<file path="src/hw/rtl/rfc_pkg.sv">
// ----------------------------------------------------------------------------
// rfc_pkg
// shared types and constants for the rectangle fill canvas
// ----------------------------------------------------------------------------
package rfc_pkg;

    localparam int SUM_W = 9;

    localparam logic [1:0] OP_DRAW  = 2'd0;
    localparam logic [1:0] OP_READ  = 2'd1;
    localparam logic [1:0] OP_CLEAR = 2'd2;

    localparam logic [23:0] WHITE_PIXEL = 24'hFFFFFF;

    typedef struct packed {
        logic [1:0] operation;
        logic [6:0] left;
        logic [6:0] top;
        logic [7:0] width;
        logic [7:0] height;
        logic [7:0] red;
        logic [7:0] green;
        logic [7:0] blue;
    } t_in_word;

    typedef struct packed {
        logic [7:0] pixel_red;
        logic [7:0] pixel_green;
        logic [7:0] pixel_blue;
        logic [7:0] extent_cols;
        logic [7:0] extent_rows;
    } t_out_word;

    typedef struct packed {
        logic start;
        logic full;
    } t_walk_ctl;

    typedef struct packed {
        logic we;
        logic full;
        logic done;
    } t_walk_sts;

endpackage

</file>
<file path="src/hw/rtl/rfc_walk.sv">
// ----------------------------------------------------------------------------
// rfc_walk
// raster walker, one pixel address per cycle over a rectangle or the canvas
// ----------------------------------------------------------------------------
module rfc_walk
    import rfc_pkg::*;
#(
    parameter int CW = 7,
    parameter int EW = 9
) (
    input  logic            i_clk,
    input  logic            i_rst_n,
    input  t_walk_ctl       i_ctl,
    input  logic [EW-1:0]   i_x0,
    input  logic [EW-1:0]   i_y0,
    input  logic [EW-1:0]   i_x1,
    input  logic [EW-1:0]   i_y1,
    output t_walk_sts       o_sts,
    output logic [2*CW-1:0] o_addr
);

    localparam logic [EW-1:0] SPAN = {{(EW-1){1'b0}}, 1'b1} << CW;

    logic          r_active;
    logic          r_done;
    logic          r_full;
    logic [EW-1:0] r_x;
    logic [EW-1:0] r_y;
    logic [EW-1:0] r_x0;
    logic [EW-1:0] r_x1;
    logic [EW-1:0] r_y1;

    logic [EW-1:0] x0;
    logic [EW-1:0] y0;
    logic [EW-1:0] x1;
    logic [EW-1:0] y1;
    logic          empty;
    logic [EW-1:0] n_x;
    logic [EW-1:0] n_y;
    logic          n_done;

    always_comb begin
        x0     = i_ctl.full ? '0 : i_x0;
        y0     = i_ctl.full ? '0 : i_y0;
        x1     = i_ctl.full ? SPAN : i_x1;
        y1     = i_ctl.full ? SPAN : i_y1;
        empty  = (x0 >= x1) || (y0 >= y1);
        n_x    = r_x + 1'b1;
        n_y    = r_y + 1'b1;
        n_done = i_ctl.start ? empty : (r_active && (n_x == r_x1) && (n_y == r_y1));
    end

    always_ff @(posedge i_clk) begin
        if (!i_rst_n) begin
            r_active <= 1'b0;
            r_done   <= 1'b0;
            r_full   <= 1'b0;
        end else begin
            r_done <= n_done;
            if (i_ctl.start) begin
                r_active <= !empty;
                r_full   <= i_ctl.full;
                r_x      <= x0;
                r_y      <= y0;
                r_x0     <= x0;
                r_x1     <= x1;
                r_y1     <= y1;
            end else if (r_active) begin
                if (n_x == r_x1) begin
                    r_x <= r_x0;
                    if (n_y == r_y1) begin
                        r_active <= 1'b0;
                    end else begin
                        r_y <= n_y;
                    end
                end else begin
                    r_x <= n_x;
                end
            end
        end
    end

    assign o_sts.we   = r_active;
    assign o_sts.full = r_full;
    assign o_sts.done = r_done;
    assign o_addr     = {r_y[CW-1:0], r_x[CW-1:0]};

endmodule

</file>
<file path="config.mk">
export PLATFORM = sky130hd
export DESIGN_NAME = rfc_walk
export DESIGN_NICKNAME = d
export VERILOG_FILES = /design/src/hw/rtl/rfc_pkg.sv /design/src/hw/rtl/rfc_walk.sv
export SDC_FILE = /design/constraint.sdc
export NUM_CORES = 1
export LEC_CHECK = 0
export BUFFER_PORTS_ARGS = -buffer_cell sky130_fd_sc_hd__buf_4
export CORE_MARGIN = 2
export CORE_UTILIZATION = 25
export CTS_CLUSTER_SIZE = 12
export DETAILED_ROUTE_END_ITERATION = 16
export PLACE_DENSITY = 0.51
export RECOVER_POWER = 50
export SYNTH_ARGS = -nofsm -noshare
export SYNTH_HDL_FRONTEND = slang
export SYNTH_SLANG_ARGS = --single-unit
</file>
<file path="constraint.sdc">
create_clock -name i_clk -period 7.3 [get_ports i_clk]
set_input_delay 1.46 -clock i_clk [delete_from_list [all_inputs] [get_ports i_clk]]
set_output_delay 1.46 -clock i_clk [all_outputs]
set_load 0.005 [all_outputs]
</file>
==> results of run 1 <==
## registers in the layout, indices dropped and copies added (netlist names)
name,count
r_done,1
r_x,9
r_active,1
r_y1,9
r_x0,9
r_full,1
r_y,9
r_x1,9
## placed cells by master, fill, tap and decap left out, types with 3 or more instances in the layout
cell	instances
sky130_fd_sc_hd__inv_1	22
sky130_fd_sc_hd__a211oi_1	4
sky130_fd_sc_hd__nand3_1	9
sky130_fd_sc_hd__clkbuf_16	5
sky130_fd_sc_hd__nand2_1	18
sky130_fd_sc_hd__nor4_1	9
sky130_fd_sc_hd__o21ai_0	8
sky130_fd_sc_hd__ha_1	20
sky130_fd_sc_hd__a31oi_1	12
sky130_fd_sc_hd__clkbuf_1	6
sky130_fd_sc_hd__dfxtp_1	3
sky130_fd_sc_hd__mux2i_1	4
sky130_fd_sc_hd__nand2b_1	18
sky130_fd_sc_hd__edfxtp_1	45
sky130_fd_sc_hd__buf_4	52
sky130_fd_sc_hd__o211ai_1	3
sky130_fd_sc_hd__nor2_1	19
sky130_fd_sc_hd__o31ai_1	7
sky130_fd_sc_hd__xor2_1	14
sky130_fd_sc_hd__a21oi_1	10
sky130_fd_sc_hd__xnor2_1	14
sky130_fd_sc_hd__nor3b_1	5
sky130_fd_sc_hd__nor2b_1	22
sky130_fd_sc_hd__and3_1	4
sky130_fd_sc_hd__nand4_1	3
## layout make-up
class	instances	area share (%)
multi-input combinational	235	42.0
sequential	48	36.0
timing repair buffer	59	10.7
tap	176	5.62
clock buffer	5	3.19
inverter	22	2.11
clock inverter	3	0.351
## worst max-delay path, cell delays in order
cell and delay (ns):
sky130_fd_sc_hd__clkbuf_1 0.97, sky130_fd_sc_hd__inv_1 0.55, sky130_fd_sc_hd__o2111a_1 0.27, sky130_fd_sc_hd__o211ai_1 0.08, sky130_fd_sc_hd__nor3_1 0.07, sky130_fd_sc_hd__o2111a_1 0.15
sky130_fd_sc_hd__nor3b_1 0.20, sky130_fd_sc_hd__buf_4 0.23
## cell usage after synthesis, types with 3 or more instances
cell type	number	share of area, %
sky130_fd_sc_hd__and3_1	4	0.75
sky130_fd_sc_hd__o31ai_1	7	1.6
sky130_fd_sc_hd__ha_1	20	7.5
sky130_fd_sc_hd__xor2_1	14	3.7
sky130_fd_sc_hd__nor3b_1	5	1.1
sky130_fd_sc_hd__inv_1	22	2.5
sky130_fd_sc_hd__a21oi_1	10	1.5
sky130_fd_sc_hd__xnor2_1	14	3.7
sky130_fd_sc_hd__nor4_1	9	1.7
sky130_fd_sc_hd__a211oi_1	4	0.90
sky130_fd_sc_hd__nor2b_1	22	4.1
sky130_fd_sc_hd__nand4_1	3	0.56
sky130_fd_sc_hd__a31oi_1	12	2.2
sky130_fd_sc_hd__mux2i_1	4	1.2
sky130_fd_sc_hd__nand3_1	9	1.3
sky130_fd_sc_hd__nand2b_1	18	3.4
sky130_fd_sc_hd__dfxtp_1	3	1.8
sky130_fd_sc_hd__buf_4	19	4.3
sky130_fd_sc_hd__clkbuf_1	9	1.0
sky130_fd_sc_hd__nor2_1	19	2.1
sky130_fd_sc_hd__buf_2	3	0.45
sky130_fd_sc_hd__edfxtp_1	45	40
sky130_fd_sc_hd__o211ai_1	3	0.67
sky130_fd_sc_hd__nand2_1	18	2.0
sky130_fd_sc_hd__o21ai_0	8	1.2
## power breakdown
group	switching [W]	internal [W]	total, W
Combinational	0.0000663	0.0000589	0.000125
Sequential	0.0000178	0.000323	0.000341
Clock	0.0000995	0.000125	0.000224
## through the flow
stage	hold WS [ns]	area, um^2	cells
3_3_place_gp	0.586	3800	540
6_report	0.580	3920	548
5_1_grt	0.639	3920	548
2_1_floorplan	0.484	3350	339
3_5_place_dp	0.555	3800	540
4_1_cts	0.573	3940	548
## worst paths after layout
path,from,to,depth (start not counted)
worst max-delay path,i_ctl[1],r_y[4],8
worst min-delay path,r_full,r_full,2
worst max register to register,r_x[0],r_x[1],7
worst min register to register,r_full,r_full,2
## metal layers
layer	global-route usage [%]	routed length, um	vias to the layer above
li1	-	-	1276
met1	18.0	4250	1162
met2	17.3	3400	59
met3	1.62	319	8
met4	3.38	101	0
met5	0	0	-
## cells by family after synthesis
family                   Yosys count
AO/OA/AOI/OAI                     65
XOR/XNOR                          28
adder cells (fa/ha/maj)           20
buffers and inverters             56
flip-flops                        48
multiplexers                       5
AND/OR/NAND/NOR                  117
==> summary.json, run 1 <==
{
  "postSynth.topFlopCell": "sky130_fd_sc_hd__edfxtp_1",
  "post_synthesis_sequential_area_ratio_pct": 42.1,
  "async_s_r_ff_share_synth_pct": 0,
  "chipWidth_um": 120,
  "worst_hold_path_type": "flop to flop",
  "worst_pin_slew_ns": 1.60,
  "grt_pass1_vias": 2490,
  "antenna_found_initial": 0,
  "critical_path_type": "input pin to flop",
  "route.detailed.wl_per_inst_um": 14.7,
  "timing.slew.headroom_pct": -6.43,
  "slew_violations": 29,
  "synth_fp_nets": 399,
  "design.core.area_mm2": 0.0131,
  "multiInputGateArea_mm2": 0.00165,
  "powerDensity_mw_per_mm2": 176,
  "maxClockFrequency_mhz": 249,
  "drv_cap": 1,
  "grt_start_max_net_pins": 38,
  "fp.dieH_um": 120,
  "syn-instance-count": 339,
  "postRouteAntennaNets": 0,
  "cp-end-kind": "flop",
  "drt_iter0_markers": 120,
  "failed_checks": "max-capacitance violations, max-slew violations",
  "finalCritPeriodShare_pct": 55.0,
  "synth.area.mux_share_pct": 1.53,
  "aggregate_negative_setup_slack_ns": 0,
  "cts_tree": "done",
  "dpl.hpwl_mm": 6.24,
  "yosys.area_share.xor_xnor_pct": 7.32,
  "reg2reg_setup_slack_ns": 4.52,
  "ctsHoldBuffers": 0,
  "syn-cell-area_mm2": 0.00335,
  "totalWireLength_mm": 8.07,
  "finalCriticalPeriod_ns": 4.02,
  "global_route.usage.total_pct": 11.8,
  "rsz0062_at_grt": "false",
  "syn_area_per_cell_um2": 9.88,
  "fin_nets": 431,
  "place_ws_ns": 3.83,
  "drc": 0,
  "area_growth_pct": 17.0,
  "largest_family_of_logic_cells_by_synthesized_area": "simple AND/OR/NAND/NOR gates",
  "critical_path.startpoint_type": "input pin",
  "cts-root-buf": "sky130_fd_sc_hd__clkbuf_16",
  "cts.sink_count": 48,
  "cts_buffer_depth": 2,
  "arrival_ns": 4.01,
  "total_of_flip_flops_plus_latches_after_synthesis": 48,
  "io_pins": 57,
  "power.static_leakage_nw": 1.52,
  "worst_slack_ns": 3.28,
  "rows": 42,
  "post_synth_fa_ha_maj_area_fraction_pct": 7.47,
  "yosysUniqueCellTypes": 51,
  "sequential_cell_area_in_the_final_layout_mm2": 0.00141,
  "port_buffers": 56,
  "wire_length_of_the_first_global_routing_pass_mm": 13.4,
  "synth_warnings": 0,
  "hold_violation_count_in_the_final_report": 0,
  "setup_viol": 0,
  "drive_gt1_share_pct": 18.3,
  "finClkSkew_ns": 0.00371,
  "vdd.ir_drop.worst_mv": 0.0851,
  "design.die.area_mm2": 0.0143,
  "antenna_cells_inserted": 0,
  "floorplan.initialDensity_pct": 25.5,
  "drtPass1Iterations": 4,
  "largest_fanout_on_the_critical_path": 28,
  "total_power_w": 0.000690,
  "via_count": 2505,
  "yosys.area_share.simple_pct": 19.3,
  "required_ns": 7.29,
  "post_drt_via_cell_ratio": 4.57,
  "inserted_clock_buffers": 5,
  "postCtsSetupRepairBufs": 0,
  "clk_transition_reported_paths_ns": 0.06,
  "worstSkewPairLatency_ns": 0.29,
  "htree_levels": 2,
  "run_status": "finished, violations left",
  "routabilityCongestion": 0.798,
  "number_of_synthesized_flops_with_an_enable_pin": 45,
  "utilization_pct": 29.8,
  "grt_overflow_total": 0,
  "post_cts_resize_count": 0,
  "synth-compound-area-share_pct": 13.5,
  "fill_cells": 1422
}
Note: power is estimated with default switching activity, not from simulation.
==> run 2: changes to the inputs <==
Settings changed: PLACE_DENSITY 0.51 to 0.52.
Clock period 7.3 ns to 3.5 ns, I/O delays scaled along.
==> summary.json, run 2 (synthesized netlist as in run 1, its figures left out) <==
{
  "cpPeakStageDelay": {"value": 0.74, "unit": "ns", "change": "was 0.97 ns"},
  "fin_nets": {"value": 431, "change": "unchanged"},
  "cts_tree": {"value": "done", "change": "unchanged"},
  "grt_start_max_net_pins": {"value": 38, "change": "unchanged"},
  "slew_violations": {"value": 29, "change": "unchanged"},
  "setup_viol": {"value": 0, "change": "unchanged"},
  "worst_hold_path_type": {"value": "flop to flop", "change": "unchanged"},
  "power.switching": {"value": 0.000380, "unit": "W", "change": "was 0.000184 W"},
  "rows": {"value": 42, "change": "unchanged"},
  "htree_levels": {"value": 2, "change": "unchanged"},
  "comb_power_share": {"value": 18.3, "unit": "%", "change": "was 18.1%"},
  "design.core.area": {"value": 0.0131, "unit": "mm^2", "change": "unchanged"},
  "routabilityCongestion": {"value": 0.841, "change": "was 0.798"},
  "drc": {"value": 0, "change": "unchanged"},
  "power.switching_fraction": {"value": 26.4, "unit": "%", "change": "was 26.6%"},
  "drv_cap": {"value": 1, "change": "unchanged"},
  "powerDensity": {"value": 367, "unit": "mW/mm^2", "change": "was 176 mW/mm^2"},
  "finalCriticalPeriod_ns": 2.74,
  "critical_path.startpoint_type": {"value": "flop", "change": "was input pin"},
  "post_cts_resize_count": {"value": 0, "change": "unchanged"},
  "cts.sink_count": {"value": 48, "change": "unchanged"},
  "largest_fanout_on_the_critical_path": {"value": 9, "change": "was 28"},
  "worst_path_dominant_cell_family": {"value": "simple AND/OR/NAND/NOR gates", "change": "was buffers and inverters"},
  "post_drt_via_cell_ratio": {"value": 4.66, "change": "was 4.57"},
  "finClkSkew": {"value": 0.0115, "unit": "ns", "change": "was 0.00371 ns"},
  "route.detailed.wl_per_inst": {"value": 15.3, "unit": "um", "change": "was 14.7 um"},
  "port_buffers": {"value": 56, "change": "unchanged"},
  "totalWireLength": {"value": 8.40, "unit": "mm", "change": "was 8.07 mm"},
  "finalCritPeriodShare_pct": 78.2,
  "wire_length_of_the_first_global_routing_pass": {"value": 13.5, "unit": "mm", "change": "was 13.4 mm"},
  "path_buf_inv": {"value": 0, "change": "was 3"},
  "crit_path_cell_trace": {"value": "ha_1, xor2_1, xnor2_1, nand4_1, or4_1, o31ai_1, a31oi_1", "change": "was clkbuf_1, inv_1, o2111a_1, o211ai_1, nor3_1, o2111a_1, nor3b_1, buf_4"},
  "global_route.usage.total": {"value": 12.0, "unit": "%", "change": "was 11.8%"},
  "rsz0062_at_grt": {"value": "false", "change": "unchanged"},
  "critPathSlowestCell": {"value": "sky130_fd_sc_hd__or4_1", "change": "was sky130_fd_sc_hd__clkbuf_1"},
  "ctsHoldBuffers": {"value": 0, "change": "unchanged"},
  "timing.slew.headroom": {"value": -12.6, "unit": "%", "change": "was -6.43%"},
  "grt_pass1_vias": {"value": 2540, "change": "was 2490"},
  "postRouteAntennaNets": {"value": 0, "change": "unchanged"},
  "cts_buffer_depth": {"value": 2, "change": "unchanged"},
  "run_status": {"value": "finished, violations left", "change": "unchanged"},
  "final_cell_count_no_fill": {"value": 548, "change": "unchanged"},
  "floorplan.initialDensity": {"value": 25.5, "unit": "%", "change": "unchanged"},
  "fill_cells": {"value": 1410, "change": "was 1422"},
  "vdd.ir_drop.worst": {"value": 0.163, "unit": "mV", "change": "was 0.0851 mV"},
  "chipWidth": {"value": 120, "unit": "um", "change": "unchanged"},
  "fin_worst_hold_slack": {"value": 0.640, "unit": "ns", "change": "was 0.580 ns"},
  "antenna_found_initial": {"value": 0, "change": "unchanged"},
  "hold_violation_count_in_the_final_report": {"value": 0, "change": "unchanged"},
  "seq_power_share": {"value": 49.3, "unit": "%", "change": "was 49.4%"},
  "required": {"value": 3.51, "unit": "ns", "change": "was 7.29 ns"},
  "antenna_cells_inserted": {"value": 0, "change": "unchanged"},
  "aggregate_negative_setup_slack": {"value": 0, "unit": "ns", "change": "unchanged"},
  "inserted_clock_buffers": {"value": 5, "change": "unchanged"},
  "maxClockFrequency_mhz": 366,
  "failed_checks": {"value": "max-capacitance violations, max-slew violations", "change": "unchanged"},
  "io_pins": {"value": 57, "change": "unchanged"},
  "placedCellCount": {"value": 540, "change": "unchanged"},
  "power_report.internal_total": {"value": 0.00106, "unit": "W", "change": "was 0.000507 W"},
  "power.static_leakage": {"value": 1.52, "unit": "nW", "change": "about the same"},
  "clockPowerShare": {"value": 32.4, "unit": "%", "change": "was 32.5%"},
  "via_count": {"value": 2552, "change": "was 2505"},
  "area_growth": {"value": 17.3, "unit": "%", "change": "was 17.0%"},
  "grt_overflow_total": {"value": 0, "change": "unchanged"},
  "utilization": {"value": 29.9, "unit": "%", "change": "was 29.8%"},
  "design.die.area": {"value": 0.0143, "unit": "mm^2", "change": "unchanged"},
  "worst_pin_slew": {"value": 1.69, "unit": "ns", "change": "was 1.60 ns"},
  "cts-root-buf": {"value": "sky130_fd_sc_hd__clkbuf_16", "change": "unchanged"},
  "most-common-layout-cells": {"value": "sky130_fd_sc_hd__buf_4 (52), sky130_fd_sc_hd__edfxtp_1 (45), sky130_fd_sc_hd__inv_1 (22), sky130_fd_sc_hd__nor2b_1 (22), sky130_fd_sc_hd__ha_1 (20)", "change": "unchanged"},
  "clk_transition_reported_paths": {"value": 0.07, "unit": "ns", "change": "was 0.06 ns"},
  "cp-end-kind": {"value": "flop", "change": "unchanged"},
  "drtPass1Iterations": {"value": 4, "change": "unchanged"},
  "postCtsSetupRepairBufs": {"value": 0, "change": "unchanged"},
  "final_common_cell": {"value": "sky130_fd_sc_hd__buf_4", "change": "unchanged"},
  "fp.dieH": {"value": 120, "unit": "um", "change": "unchanged"},
  "dpl.hpwl": {"value": 6.25, "unit": "mm", "change": "was 6.24 mm"},
  "drive_gt1_share": {"value": 18.5, "unit": "%", "change": "was 18.3%"},
  "critical_path_type": {"value": "flop to flop", "change": "was input pin to flop"},
  "worstSkewPairLatency": {"value": 0.29, "unit": "ns", "change": "about the same"},
  "arrival": {"value": 2.75, "unit": "ns", "change": "was 4.01 ns"},
  "drt_iter0_markers": {"value": 112, "change": "was 120"}
}
==> run 2: final timing paths <==
path | startpoint | end | slack (ns) | cells after the start
setup / recovery | r_x[0] | r_x[1] | 0.76 | 7
hold / removal | r_x0[6] | r_x[6] | 0.64 | 2
setup reg to reg | r_x[0] | r_x[1] | 0.76 | 7
hold reg to reg | r_x0[6] | r_x[6] | 0.64 | 2
==> run 2: worst reg2reg max path, stage by stage, from the launching register on <==
cell	delay, ns
sky130_fd_sc_hd__edfxtp_1	0.50
sky130_fd_sc_hd__ha_1	0.29
sky130_fd_sc_hd__xor2_1	0.23
sky130_fd_sc_hd__xnor2_1	0.15
sky130_fd_sc_hd__nand4_1	0.12
sky130_fd_sc_hd__or4_1	0.74
sky130_fd_sc_hd__o31ai_1	0.31
sky130_fd_sc_hd__a31oi_1	0.11
==> run 2: stage by stage <==
stage,cell area (um^2),power (W),worst slack (ns)
floorplan,3350,0.000897,0.554
global placement,3800,0.000987,0.803
detailed placement,3800,0.000990,0.785
CTS,3940,0.00146,0.764
global route,3930,0.00152,0.556
finish,3930,0.00144,0.764
==> run 2: area by class of cell <==
type                            instances  area (um^2)  share of cell area, %
Clock buffer                            7          133                   3.38
Clock inverter                          1         3.75                 0.0956
Tap cell                              176          220                   5.61
Timing Repair Buffer                   59          432                   11.0
Inverter                               22         82.6                   2.10
Sequential cell                        48         1410                   35.9
Multi-Input combinational cell        235         1650                   41.9
==> run 2: power groups by stage <==
stage	Clock, W	Combinational [W]	Sequential [W]
floorplan	0	0.000193	0.000704
global placement	0	0.000266	0.000721
detailed placement	0	0.000267	0.000722
CTS	0.000480	0.000269	0.000710
global route	0.000504	0.000297	0.000716
finish	0.000466	0.000264	0.000710
==> run 2: routing by layer <==
metal  GRT usage [%]  share of wire, %  vias to the layer above
li1                -                 -                     1272
met1            17.2                50                     1204
met2            17.8                44                       68
met3            2.66               5.0                        8
met4            4.34               1.5                        0
met5               0                 0                        -
